[src/hw/rtl/mpfd_pkg.sv]
// shared types, field widths and action codes of the framebuffer drawer
`default_nettype none
package mpfd_pkg;

   localparam int SCREEN_WIDTH_DEF  = 128;
   localparam int SCREEN_HEIGHT_DEF = 64;

   // coordinate widths wide enough for start plus span at the largest screen
   localparam int XW  = 9;
   localparam int YW  = 8;
   localparam int PGW = YW - 3;

   localparam logic [2:0] ACT_PIXEL   = 3'd0;
   localparam logic [2:0] ACT_VLINE   = 3'd1;
   localparam logic [2:0] ACT_HLINE   = 3'd2;
   localparam logic [2:0] ACT_RECT    = 3'd3;
   localparam logic [2:0] ACT_FILL    = 3'd4;
   localparam logic [2:0] ACT_PATTERN = 3'd5;
   localparam logic [2:0] ACT_CLEAR   = 3'd6;
   localparam logic [2:0] ACT_READ    = 3'd7;

   localparam logic [1:0] COLOR_CLEAR = 2'd0;
   localparam logic [1:0] COLOR_SET   = 2'd1;

   localparam logic [1:0] SEG_TOP    = 2'd0;
   localparam logic [1:0] SEG_BOTTOM = 2'd1;
   localparam logic [1:0] SEG_LEFT   = 2'd2;
   localparam logic [1:0] SEG_RIGHT  = 2'd3;

   typedef struct packed {
      logic [2:0] action;
      logic [6:0] x;
      logic [5:0] y;
      logic [7:0] span_w;
      logic [6:0] span_h;
      logic [1:0] color;
      logic [7:0] pattern;
      logic [9:0] read_index;
   } req_type;

   typedef struct packed {
      logic [7:0] read_data;
      logic       clipped;
   } rsp_type;

   typedef struct packed {
      logic       capture;
      logic       load;
      logic       rd;
      logic       wr;
      logic       step;
      logic       clr;
      logic       read;
      logic       rsp_load;
      logic [1:0] seg;
   } dp_cmd_type;

   typedef struct packed {
      logic is_clear;
      logic is_read;
      logic is_outline;
      logic draw_ok;
      logic last;
      logic clr_last;
   } dp_sts_type;

endpackage
`default_nettype wire

[src/hw/rtl/mpfd_ctrl.sv]
// controller state machine of the framebuffer drawer
`default_nettype none
module mpfd_ctrl (
   input  wire logic                 clock,
   input  wire logic                 reset,
   input  wire logic                 req_valid,
   output logic                      req_ready,
   output logic                      rsp_valid,
   input  wire logic                 rsp_ready,
   output mpfd_pkg::dp_cmd_type      cmd,
   input  wire mpfd_pkg::dp_sts_type sts
);

   localparam logic [2:0] ST_CLR  = 3'd0;
   localparam logic [2:0] ST_IDLE = 3'd1;
   localparam logic [2:0] ST_DEC  = 3'd2;
   localparam logic [2:0] ST_LOAD = 3'd3;
   localparam logic [2:0] ST_RD   = 3'd4;
   localparam logic [2:0] ST_WR   = 3'd5;
   localparam logic [2:0] ST_READ = 3'd6;
   localparam logic [2:0] ST_DONE = 3'd7;

   logic [2:0] state_ff, state_in;
   logic [1:0] seg_ff, seg_in;
   logic       clr_rsp_ff, clr_rsp_in;
   logic       rsp_valid_ff, rsp_valid_in;
   logic       more_seg;

   assign more_seg  = sts.is_outline && (seg_ff != mpfd_pkg::SEG_RIGHT);
   assign req_ready = (state_ff == ST_IDLE);
   assign rsp_valid = rsp_valid_ff;

   always_comb begin
      cmd          = '0;
      cmd.seg      = seg_ff;
      state_in     = state_ff;
      seg_in       = seg_ff;
      clr_rsp_in   = clr_rsp_ff;
      rsp_valid_in = rsp_valid_ff && !rsp_ready;
      case (state_ff)
         ST_CLR: begin
            cmd.clr = 1'b1;
            if (sts.clr_last) begin
               state_in   = clr_rsp_ff ? ST_DONE : ST_IDLE;
               clr_rsp_in = 1'b0;
            end
         end
         ST_IDLE: begin
            if (req_valid) begin
               cmd.capture = 1'b1;
               seg_in      = mpfd_pkg::SEG_TOP;
               state_in    = ST_DEC;
            end
         end
         ST_DEC: begin
            if (sts.is_clear) begin
               clr_rsp_in = 1'b1;
               state_in   = ST_CLR;
            end else if (sts.is_read) begin
               state_in = ST_READ;
            end else begin
               state_in = ST_LOAD;
            end
         end
         ST_LOAD: begin
            cmd.load = 1'b1;
            if (sts.draw_ok) begin
               state_in = ST_RD;
            end else if (more_seg) begin
               seg_in = seg_ff + 2'd1;
            end else begin
               state_in = ST_DONE;
            end
         end
         ST_RD: begin
            cmd.rd   = 1'b1;
            state_in = ST_WR;
         end
         ST_WR: begin
            cmd.wr = 1'b1;
            if (!sts.last) begin
               cmd.step = 1'b1;
               state_in = ST_RD;
            end else if (more_seg) begin
               seg_in   = seg_ff + 2'd1;
               state_in = ST_LOAD;
            end else begin
               state_in = ST_DONE;
            end
         end
         ST_READ: begin
            cmd.read = 1'b1;
            state_in = ST_DONE;
         end
         ST_DONE: begin
            if (!rsp_valid_ff || rsp_ready) begin
               cmd.rsp_load = 1'b1;
               rsp_valid_in = 1'b1;
               state_in     = ST_IDLE;
            end
         end
         default: begin
            state_in = ST_IDLE;
         end
      endcase
   end

   always_ff @(posedge clock) begin
      if (reset) begin
         state_ff     <= ST_CLR;
         seg_ff       <= mpfd_pkg::SEG_TOP;
         clr_rsp_ff   <= 1'b0;
         rsp_valid_ff <= 1'b0;
      end else begin
         state_ff     <= state_in;
         seg_ff       <= seg_in;
         clr_rsp_ff   <= clr_rsp_in;
         rsp_valid_ff <= rsp_valid_in;
      end
   end

endmodule
`default_nettype wire

[config.mk]
export PLATFORM = sky130hd
export DESIGN_NAME = mpfd_ctrl
export DESIGN_NICKNAME = d
export VERILOG_FILES = /design/src/hw/rtl/mpfd_pkg.sv /design/src/hw/rtl/mpfd_ctrl.sv
export SDC_FILE = /design/constraint.sdc
export NUM_CORES = 1
export LEC_CHECK = 0
export ABC_AREA = 1
export BUFFER_PORTS_ARGS = -buffer_cell sky130_fd_sc_hd__buf_2
export CORE_AREA = 8 8 45 47
export CTS_BUF_LIST = sky130_fd_sc_hd__clkbuf_8
export DETAILED_ROUTE_END_ITERATION = 8
export DIE_AREA = 0 0 53 55
export PLACE_DENSITY = 0.69
export SLEW_MARGIN = 30
export SYNTH_ARGS = -nofsm -noshare
export SYNTH_HDL_FRONTEND = slang
export SYNTH_SLANG_ARGS = --single-unit
[constraint.sdc]
create_clock -name clock -period 1.4 [get_ports clock]
set_input_delay 0.07 -clock clock [delete_from_list [all_inputs] [get_ports clock]]
set_output_delay 0.07 -clock clock [all_outputs]
set_load 0.02 [all_outputs]
* Yosys cells after proc, flatten, opt, wreduce, memory -nomap -nowiden
Index checks and enable logic that the tools add are counted.
Cells by class: muxes and demuxes 31, $add $sub $neg 1, reduce and logical (&&, ||, !) cells 11, eq/ne operators 15
Operators by type and width (count):
- $mux 3 | 10
- $pmux 3 s8 | 1
- $ne 2x2->1 const B | 7
- $mux 1 | 13
- $eq 3x3->1 const B | 4
- $mux 2 | 5
- $reduce_and 4->1 | 2
- $eq 3x2->1 const B | 2
- $pmux 2 s3 | 1
- $eq 3x1->1 const B | 1
- $logic_not 3->1 | 1
- $ne 3x3->1 const B | 1
- $reduce_and 3->1 | 1
- $reduce_bool 3->1 | 1
- $add 2x1->2 const B | 1
- $logic_and 1x1->1 | 2
- $logic_not 1->1 | 2
- $pmux 1 s2 | 1
- $reduce_bool 2->1 | 1
- $logic_or 1x1->1 | 1
Word-level totals: word-level logic and storage cells 62, bits of input ports 10, output and inout port bits 12, flip-flop bits (word level) 7

* Logic depth before layout (Yosys ltp)
Gate-level depths: netlist (run 1).
depth in word-level cells 5, depth in mapped cells 9, mapped depth without buffers 9

* Worst setup path before layout (run 1)
Ideal clock, no wire load.
path kind reg-to-reg, start register state_ff[2], end register clr_rsp_ff, library setup time 0.122 ns, arrival time 1.364 ns, path slack -0.086 ns, stages on the path, launching flop included 6, data required time 1.278 ns, buffers on the path 1, period minus slack after synthesis 1.486 ns, cells stage by stage dfxtp_1 > buf_6 > nor3_1 > inv_1 > o21ai_0 > a21oi_1
On the way: longest elaborated chain between the ends 3, elaborated cells on any way between the ends 7, classes of those cells eq/ne (3); mux (1); reduce/logical (3)
RTL lines:
- from (decl) | line mpfd_ctrl.sv:23 | logic [2:0] state_ff, state_in;
- from (signal assigned) | line mpfd_ctrl.sv:115 | state_ff <= state_in;
- $eq 3x2->1 / $logic_not 3->1 (equally long branches) | line mpfd_ctrl.sv:40 | case (state_ff)
- $ne 2x2->1 (no source line) / $reduce_bool 2->1 (equally long branches)
- $reduce_and 3->1 (no source line)
- to (signal assigned) | line mpfd_ctrl.sv:117 | clr_rsp_ff <= clr_rsp_in;
- to (decl) | line mpfd_ctrl.sv:25 | logic clr_rsp_ff, clr_rsp_in;
Parallel ways exist; a longest one is shown, timed or not. A chain may end at the register's enable or synchronous reset.

==> results of run 1 <==
## registers in the layout, summed over array words and instances, names as in the netlist
register,flops
rsp_valid,1
clr_rsp_ff,1
seg_ff,2
state_ff,3
## metal layers
metal	track usage (%)	part of all wire, %	vias up
li1	-	-	370
met2	19.34	46	21
met3	3.209	7.5	5
met5	0	0	-
met4	9.052	2.6	0
met1	13.39	44	306
## where the power goes
part	total, mW	leakage [nW]	internal (mW)	switching, mW
Clock	0.277	0.0269	0.190	0.0878
Sequential	0.366	0.0584	0.274	0.0915
Combinational	0.818	0.370	0.289	0.528
## cells in the mapped netlist
cell type,count,share of area [%]
sky130_fd_sc_hd__nand3_1,8,6.8
sky130_fd_sc_hd__a21oi_1,3,2.5
sky130_fd_sc_hd__o21bai_1,2,2.5
sky130_fd_sc_hd__nand4_1,5,5.3
sky130_fd_sc_hd__inv_2,2,1.3
sky130_fd_sc_hd__ha_1,1,2.1
sky130_fd_sc_hd__o21ai_0,3,2.5
sky130_fd_sc_hd__inv_1,19,12
sky130_fd_sc_hd__nor3_1,3,2.5
sky130_fd_sc_hd__nand2_2,5,5.3
sky130_fd_sc_hd__nor2_4,1,1.9
sky130_fd_sc_hd__dfxtp_1,7,24
sky130_fd_sc_hd__nor2_2,1,1.1
sky130_fd_sc_hd__nand3_2,2,3.4
sky130_fd_sc_hd__buf_6,1,1.9
sky130_fd_sc_hd__nand2_1,19,12
sky130_fd_sc_hd__nor2_1,21,13
## metrics by stage
step | hold WS (ns) | instance area, um2 | cells | utilization, %
floorplan | 0.1391 | 598.1 | 103 | -
global placement | 0.3082 | 719.4 | 140 | 51.99
detailed placement | 0.3179 | 719.4 | 140 | 51.99
CTS | 0.07799 | 764.5 | 144 | 55.24
global route | 0.09990 | 770.7 | 144 | 55.70
finish | 0.07841 | 770.7 | 144 | 55.70
## cells by family after synthesis
logic type / synth area share [%]
simple gates: 51.48
buf+inv: 15.19
compound gates: 7.593
flops: 23.63
fa+ha+maj: 2.109
## layout make-up
| class | instances | area [um2] |
|---|---|---|
| Clock inverter | 1 | 3.754 |
| Clock buffer | 3 | 41.29 |
| Multi-Input combinational cell | 74 | 370.4 |
| Inverter | 21 | 78.83 |
| Tap cell | 16 | 20.02 |
| Sequential cell | 7 | 143.9 |
| Timing Repair Buffer | 22 | 112.6 |
| Fill cell | 155 | 613.1 |
## repair_timing
| item | in CTS | in global routing |
|---|---|---|
| setup endpoints to repair | 0 | 6 |
| buffers inserted | 0 | 0 |
| resized for setup | 0 | 4 |
## path summary, 6_finish.rpt
check,start,to,slack [ns],cells after the start
setup / recovery,state_ff[1],cmd[2],0.14,5
hold / removal,reset,rsp_valid,0.08,2
hold reg to reg,clr_rsp_ff,clr_rsp_ff,0.48,2
setup reg to reg,seg_ff[0],state_ff[2],0.15,8
==> results.md, run 1 <==
Die:
- The number of placement rows is 14.
- The initial utilization of the core area, before any placement, comes to 42.86%.
- After floorplanning, the core was sized to cover 1384 um2.
- The die area is 2915 um2.
- The height of the die is 55 um.
- The die is 53 um wide.
- The number of I/O pins is 22.

Route:
- For this block, the routed nets add up to 1608 um of wire.
- The vias after detailed routing is approximately 700.
- The iteration count of the initial detailed-routing pass is 4.
- After detailed routing, the number of vias per cell comes to between 4 and 5.
- After the first detailed-routing iteration, the DRC count stood at 10.
- The detail route stage leaves a number of antenna-violating nets equal to 0.
- Dividing the detail-routed wire length by the instance count gives 11.17 um.
- For this run, design rule violations remaining after detail routing come to 0.

Critical path:
- The cell family contributing the most delay on the critical path is flip-flops.
- The critical path is of the reg -> out type.
- The type of destination of the critical path is a primary output.
- The data arrival at the endpoint of the critical path is 1.19 ns.
- The worst setup path is launched from a flop.
- Together, buffers and inverters on the worst path number 2.
- The critical-path cell with the highest stage delay is sky130_fd_sc_hd__dfxtp_2.
- The critical path required time is 1.33 ns.
- The largest fanout of any net on the critical path is 7.
- The delay of the slowest critical-path stage is 0.40 ns.
- Traced cell by cell, the critical path runs through nand2_2, inv_1, nand2_1, nor2_1, buf_2.

Clock tree:
- CTS placed an instance of sky130_fd_sc_hd__clkbuf_8 at the clock tree root.
- Clock-pin slew was measured on the worst setup and hold paths at 0.04 ns.
- TritonCTS built the clock tree.
- Clock latency on the worst-skew pair, taken at its later pin, is 0.23 ns.
- The clock net in this run drives a total of 7 sinks.
- The number of clock buffers added by TritonCTS is 3.
- CTS built an H-tree with a depth of 1.
- The maximum count of clock buffers along a single path is 2.
- For this design, the CTS-stage hold fixing added 0 buffers.

STA:
- The time the worst path needs with I/O delays and setup is 1.263 ns.
- For the pin with the worst max-slew slack, the measured transition is 0.2003 ns.
- Setup total negative slack on the finished layout was measured at 0 ns.
- The final hold violation count is 0.
- The clock tree skew after final layout is 0.002324 ns.
- Setup repair after global routing left no endpoint under its margin.
- The number of pins with negative max-slew slack in the final report is 0.
- Setup slack on the critical path of the routed design comes to 0.1374 ns.
- Headroom to the max-slew limit came out at 86.51%.
- In the finished design, the share of the clock period the worst path needs comes to 90.18%.
- The total setup violations reported at the end of the flow is 0.
- The highest achievable clock rate is 792.0 MHz.

Finish:
- The fraction of layout instances using a drive strength above 1 is 32.03%.
- The library cells used most frequently in the layout, excluding fill and tap cells, are 21 x sky130_fd_sc_hd__buf_2, 20 x sky130_fd_sc_hd__inv_1, 20 x sky130_fd_sc_hd__nor2_1.
- The library cell used most frequently in the layout, excluding fill and tap cells, is sky130_fd_sc_hd__buf_2.
- The area growth from synthesis to final layout is 29.96%.
- The net count of the finished layout is 140.
- The diode insertion count for antenna repair is 0.

Min path:
- The class of the worst hold path is in -> reg.

Run status:
- The flow ran to the end, and the final reports show no timing, DRC or antenna violations.

Run:
- The number of maximum-capacitance violations is 0.

Power and ir drop:
- The final total power is around 1.5 mW.
- The maximum vdd ir drop is 1.004 mV.
- For this design the ratio of total power to cell area is 1896 nW/um2.
- The static leakage power is 0.4558 nW.

GRT:
- The global-route congestion overflow total is 0.
- The initial antenna violation count came to 0.
- Entering global routing, the biggest net connects 8 pins.
- The global-route wire length before repair is around 2600 um.
- For this run, the total global-route usage over all layers was measured as 12.03%.
- The via count of the first global-routing pass is between 600 and 700.

Place:
- The count of input and output buffers is 21.
- At the placement stage, the worst setup path has a slack of a little over 0.09 ns.
- The placed wire-length estimate is between 1000 and 1500 um.
- The last weighted congestion value of the routability-driven placer is 0.7842.

Synthesis:
- The number of warnings printed during yosys synthesis is 0.
- The synthesized flop and latch total is 7.
- Synthesis produced a netlist whose cell count is between 100 and 150.
- The synthesized netlist contains 17 unique library cells.
- The post-synthesis net count is 114.
- The area of the mapped netlist is 593.1 um2.
- The average cell area after synthesis is around 5.8 um2.
- After synthesis, flip-flops and latches occupy between 20% and 30% of the total area.
(Power assumes the default switching activity.)
==> run 2, diff against run 1 <==
--- a/config.mk
+++ b/config.mk
@@ -7,10 +7,10 @@
 export LEC_CHECK = 0
 export ABC_AREA = 1
 export BUFFER_PORTS_ARGS = -buffer_cell sky130_fd_sc_hd__buf_2
-export CORE_AREA = 8 8 45 47
+export CORE_AREA = 2 2 39 41
 export CTS_BUF_LIST = sky130_fd_sc_hd__clkbuf_8
 export DETAILED_ROUTE_END_ITERATION = 8
-export DIE_AREA = 0 0 53 55
+export DIE_AREA = 0 0 41 43
 export PLACE_DENSITY = 0.69
 export SLEW_MARGIN = 30
 export SYNTH_ARGS = -nofsm -noshare
==> results.md, run 2 (synthesis gave the netlist of run 1 again) <==
Run status:
- The run finished with clean final reports.

Min path:
- The startpoint identified for the worst hold timing path is reset.
- The class of the worst hold path is in -> reg.

Clock tree:
- Buffers inserted during clock tree synthesis total 3.
- No sink is reached through more buffers than the 2 on the longest clock path.
- The clock tree from TritonCTS is yes.
- The source-to-sink clock delay at the later pin of the worst-skew pair is 0.23 ns.
- The clock drives 7 sinks.
- The H-tree level count is 1.
- The tree is rooted in a sky130_fd_sc_hd__clkbuf_8.
- The clock-pin slew on the worst setup and hold paths is around 0.04 ns.

Finish:
- The library cell used most frequently in the layout, excluding fill and tap cells, is sky130_fd_sc_hd__buf_2.
- The number of flip-flops in the largest register is 3.
- The final-layout fill cell count is 148.
- The fraction of layout instances using a drive strength above 1 is 32.81%.
- The net count of the finished layout is 140.
- Once layout is done, the placed cells without fillers occupy 773.2 um2.
- The register bank with the most flops is state_ff.
- The area growth from synthesis to final layout is 30.38%.
- The diode insertion count for antenna repair is 0.
- For this run, the share of the core covered by cells in the final layout is 55.88%.
- Leaving out filler cells and counting taps, the final layout contains 144.
- The largest registers in the layout are state_ff: 3 flops, seg_ff: 2 flops.
- Leaving out fill and tap cells, the most frequent cells in the layout are 21 x sky130_fd_sc_hd__buf_2, 20 x sky130_fd_sc_hd__inv_1, 19 x sky130_fd_sc_hd__nor2_1, 19 x sky130_fd_sc_hd__nand2_1, 8 x sky130_fd_sc_hd__nand3_1.

Route:
- For this run, the detailed router's first-pass iteration total came to 4.
- Across all layers, the routed design uses about 700 vias.
- The wire length after detailed routing is 1471 um.
- In the final routed layout, each cell accounts on average for 10.22 um.
- The count of nets left with antenna violations once routing finished came out at 0.
- The detailed router's first-iteration violation count is 17.
- After detailed routing, the number of remaining DRC violations is 0.
- The via density per instance is between 4 and 5.

Power and ir drop:
- The internal power of the cells totals 756.1 uW.
- The clock network burns 18.9% of the power.
- The completed layout was analyzed and its total power is 1.460 mW.
- The total power divided by cell area is 1888 nW/um2.
- The switching share of power is approximately half.
- The static leakage power is 0.4560 nW.
- The worst-case IR drop observed on VDD is 0.7899 mV.
- The share of total power dissipated in sequential elements is 25.2%.
- Of the total power, combinational logic draws between 50% and 60%.
- The switching power is 704.1 uW.

Critical path:
- The critical path required time is 1.33 ns.
- The reg-to-reg critical path startpoint is seg_ff[0].
- Walking the worst path, the cells encountered are nand2_2, inv_1, nand2_1, nor2_1, buf_2.
- Of all nets on the critical path, the largest fanout is 7.
- The number of buffers and inverters on the critical path is 2.
- The largest single stage delay on the critical path is 0.40 ns.
- The startpoint kind of the worst setup timing path is a flop.
- The data arrival at the endpoint of the critical path is 1.18 ns.
- The critical-path cell with the highest stage delay is sky130_fd_sc_hd__dfxtp_2.
- The type of destination of the critical path is a primary output.
- By startpoint and endpoint, the worst setup path is classified as reg -> out.
- Grouping stages by cell kind, the critical path spends the most delay in flip-flops.
- The critical path starts at state_ff[1].

GRT:
- Global routing used 20.02% of the available tracks.
- The total overflow left after global routing is 0.
- The initial antenna violation count is 0.
- Entering global routing, the biggest net connects 8 pins.
- The via count of the first global-routing pass was ~610.
- The global-route wire length before repair is 2373 um.

Place:
- In this run the cell area measured after placement is 719.4 um2.
- The worst slack at placement is 0.05057 ns.
- The cell count after placement is 140.
- Detailed placement ended at an HPWL of between 1000 and 1500 um.
- The count of buffers added on input and output ports is 21.
- The last weighted congestion value of the routability-driven placer is ~0.81.

STA:
- The final setup slack of the worst path is 0.1467 ns.
- For the pin with the worst max-slew slack, the measured transition is 0.1873 ns.
- The max-slew headroom at the worst pin is 87.45%.
- Setup violations remaining at the end of the flow were counted as 0.
- After layout, the minimum clock period comes to 1.253 ns.
- Setup repair after global routing left no endpoint under its margin.
- The final hold violation count was 0.
- Across all hold checks on the routed design, the worst slack comes to 0.07984 ns.
- In the finished design, the share of the clock period the worst path needs comes to approximately nine tenths.
- The setup total negative slack is 0 ns.
- The number of pins with negative max-slew slack in the final report is 0.
- The highest achievable clock rate is roughly 800 MHz.
- The clock tree skew after final layout is 0.002198 ns.

Die:
- The floorplan step set the die width to 41 um.
- The number of placement rows is 14.
- During I/O placement, the number of pins put on the boundary was 22.
- The floorplan step defined a die boundary enclosing 1763 um2.
- The height of the die is 43 um.
- Once the floorplan was initialized, standard cells occupied 42.86% of the core.
- The core region area is 1384 um2.

Run:
- The number of maximum-capacitance violations is 0.
## run 2: cell counts in the layout (fill, tap and decap cells not counted)
Identical to the previous run, type by type.
## run 2: path summary, 6_finish.rpt
path                               endpoint  slack (ns)  cells past startpoint
worst max-delay path                 cmd[2]        0.15                      5
worst min-delay path              seg_ff[0]        0.08                      2
worst max register to register  state_ff[1]        0.15                      8
worst min register to register   clr_rsp_ff        0.49                      2
## run 2: layer usage
metal  vias to the layer above  track usage [%]  part of all wire [%]
met4                         0            12.00                   2.0
met2                        19            29.69                    46
li1                        372                -                     -
met1                       309            24.92                    47
met3                         4            4.712                   5.2
met5                         -                0                     0
## run 2: power groups by stage
stage,logic [mW],clock network [mW],registers (mW)
after CTS,0.817,0.280,0.360
after global routing,0.917,0.299,0.380
after floorplan,0.594,0,0.372
after detailed placement,0.815,0,0.363
final,0.817,0.276,0.368
after global placement,0.805,0,0.359
## run 2: final cells by class
cell class / count / area (um2) / share of cell area [%]
Timing Repair Buffer: 22 / 112.6 / 14.56
Clock inverter: 1 / 3.754 / 0.4854
Sequential cell: 7 / 143.9 / 18.61
Inverter: 21 / 78.83 / 10.19
Tap cell: 16 / 20.02 / 2.589
Clock buffer: 3 / 41.29 / 5.340
Multi-Input combinational cell: 74 / 372.9 / 48.22
## run 2: repair_timing
item | 4_1_cts | 5_1_grt
setup buffers | 0 | 0
setup endpoints to repair | 0 | 6
gates resized for setup | 0 | 5
hold buffers | 0 | 0
==> run 3, diff against run 2 <==
--- a/config.mk
+++ b/config.mk
@@ -11,6 +11,7 @@
 export CTS_BUF_LIST = sky130_fd_sc_hd__clkbuf_8
 export DETAILED_ROUTE_END_ITERATION = 8
 export DIE_AREA = 0 0 41 43
+export GPL_TIMING_DRIVEN = 0
 export PLACE_DENSITY = 0.69
 export SLEW_MARGIN = 30
 export SYNTH_ARGS = -nofsm -noshare
==> results.md, run 3 (synthesis gave the netlist of run 1 again) <==
Route:
- The wire length after detailed routing is 1350 um.
- For this run, the detailed router's first-pass iteration total came to 3.
- The vias after detailed routing is 669.
- For this run, design rule violations remaining after detail routing come to 0.
- The post-route antenna net violation count is 0.
- Dividing the detail-routed wire length by the instance count gives 9.375 um.
- The via density per instance is 4.646.
- The first routing iteration left 3 violations.

Power and ir drop:
- In this run the static leakage power is 0.4559 nW.
- The total power divided by cell area is 1871 nW/um2.
- The final total power is ~1.5 mW.
- Across the VDD grid, the largest voltage drop is 0.9351 mV.

GRT:
- The first global-routing pass estimated 2221 um of wire.
- The aggregate global-route resource usage is 19.30%.
- The via count of the first global-routing pass is roughly 590.
- Entering global routing, the biggest net connects 10 pins.
- The initial antenna violation count is 0.
- After global routing the overflow that remains totals 0.

Run status:
- The run finished with clean final reports.

Finish:
- Cells with a size suffix above 1 make up 32.81% of the layout.
- The net count of the finished layout is 140.
- In the layout the commonest cells are 21 x sky130_fd_sc_hd__nor2_1, 21 x sky130_fd_sc_hd__buf_2, 19 x sky130_fd_sc_hd__inv_1.
- The register with the most flip-flops in the layout has 3 of them.
- The register bank with the most flops is state_ff.
- Relative to the synthesized area, the layout overhead comes to 31.86%.
- The area of all placed cells without fillers is 782.0 um2.
- The final-layout fill cell count is 142.
- The largest registers in the layout are state_ff: 3 flops, seg_ff: 2 flops.
- The multi-input combinational cells in the finished layout cover a total of ~380 um2.
- The repair_antennas step left the layout with diodes totalling 0.
- For this run, the share of the core covered by cells in the final layout is 56.51%.
- The area of all sequential standard cells is 142.6 um2.
- Once layout is complete, the cells apart from fillers number 144.

STA:
- At the pin with the least slew margin, the transition time is 0.1910 ns.
- The post-route clock period utilization is 91.02%.
- The final hold violation count is 0.
- Static timing analysis puts the maximum clock frequency at a little under 800 MHz.
- The post-route worst hold slack is roughly 0.073 ns.
- The number of pins with negative max-slew slack in the final report is 0.
- The clock tree skew after final layout is 0.002526 ns.
- The time the worst path needs with I/O delays and setup is 1.274 ns.
- Measured against its own limit, the worst slew margin works out to 87.20%.
- Adding up every negative setup slack in the final design gives 0 ns.
- The final setup slack of the worst path is 0.1257 ns.
- The total setup violations reported at the end of the flow is 0.
- Setup repair after global routing left no endpoint under its margin.

Place:
- Counting tap cells, the placed design contains a total of 140 instances.
- The placed wire-length estimate is 1124 um.
- The last weighted congestion value of the routability-driven placer is 0.7830.
- The count of input and output buffers is 21.
- The worst slack at placement is 0.08432 ns.
- After detailed placement, the total cell area comes to between 700 and 800 um2.

Clock tree:
- The master cell of the clock root buffer is sky130_fd_sc_hd__clkbuf_8.
- For this design, the sink count on the clock tree is 7.
- The maximum count of clock buffers along a single path is 2.
- The number of setup buffers added after CTS is 0.
- TritonCTS built the clock tree.
- The number of buffers added by the clock tree synthesis step is 3.
- CTS built an H-tree with a depth of 1.
- Clock-pin slew was measured on the worst setup and hold paths at ~0.040 ns.
- Clock latency on the worst-skew pair, taken at its later pin, is 0.23 ns.

Critical path:
- At the worst endpoint, the arrival time is around 1.2 ns.
- The largest fanout of any net on the critical path is 7.
- The critical path required time is 1.33 ns.
- The startpoint kind of the worst setup timing path is a flop.
- The type of destination of the critical path is a primary output.
- The worst setup path is of the reg -> out kind.

Min path:
- The class of the worst hold path is in -> reg.

Die:
- The starting utilization of the core area is 42.86%.
- The die is about 43 um tall.
- The floorplan has 14 rows.
- Pin placement for this block handled 22 I/O pins.
- The die area is roughly 1800 um2.
- The core region area is approximately 1400 um2.
- From left edge to right edge, the die measures 41 um.

Run:
- The tool flagged a number of max-cap violations equal to 0.
run 3: worst paths after layout:
check                                 start         end  slack [ns]  cells past startpoint
worst max-delay path            state_ff[0]      cmd[2]        0.13                      5
worst min-delay path                  reset  clr_rsp_ff        0.07                      2
worst max register to register  state_ff[2]   seg_ff[1]        0.13                      8
worst min register to register   clr_rsp_ff  clr_rsp_ff        0.48                      2
run 3: repair_timing:
action	CTS	global route
gates resized for setup	0	5
endpoints found under the setup margin	0	7
hold buffers	0	0
run 3: metal layers:
layer	share of wire [%]	wire length, um	global-route usage [%]
met1	48	646	24.52
met2	44	599	26.88
met3	4.1	55	1.571
met4	3.6	48	18.00
met5	0	0	0
run 3: power by group:
group / total, mW / switching, mW / leakage, nW / internal [mW]
clock: 0.273 / 0.0840 / 0.0269 / 0.189
sequential: 0.353 / 0.0805 / 0.0580 / 0.272
combinational: 0.837 / 0.533 / 0.371 / 0.304
run 3: area by class of cell:
cell class	instances	share of cell area, %
plain buffers	1	1.440
clock buffers	3	5.280
clock inverters	1	0.4800
inverters	21	10.56
multi-input cells	74	48.00
flip-flops and latches	7	18.24
well taps	16	2.560
repair buffers	21	13.44
run 3: worst max-delay path: stages (launching register included):
cell,delay [ns]
sky130_fd_sc_hd__dfxtp_2,0.41
sky130_fd_sc_hd__nand2_2,0.12
sky130_fd_sc_hd__inv_1,0.08
sky130_fd_sc_hd__nand2_1,0.10
sky130_fd_sc_hd__nor2_1,0.10
sky130_fd_sc_hd__buf_2,0.16
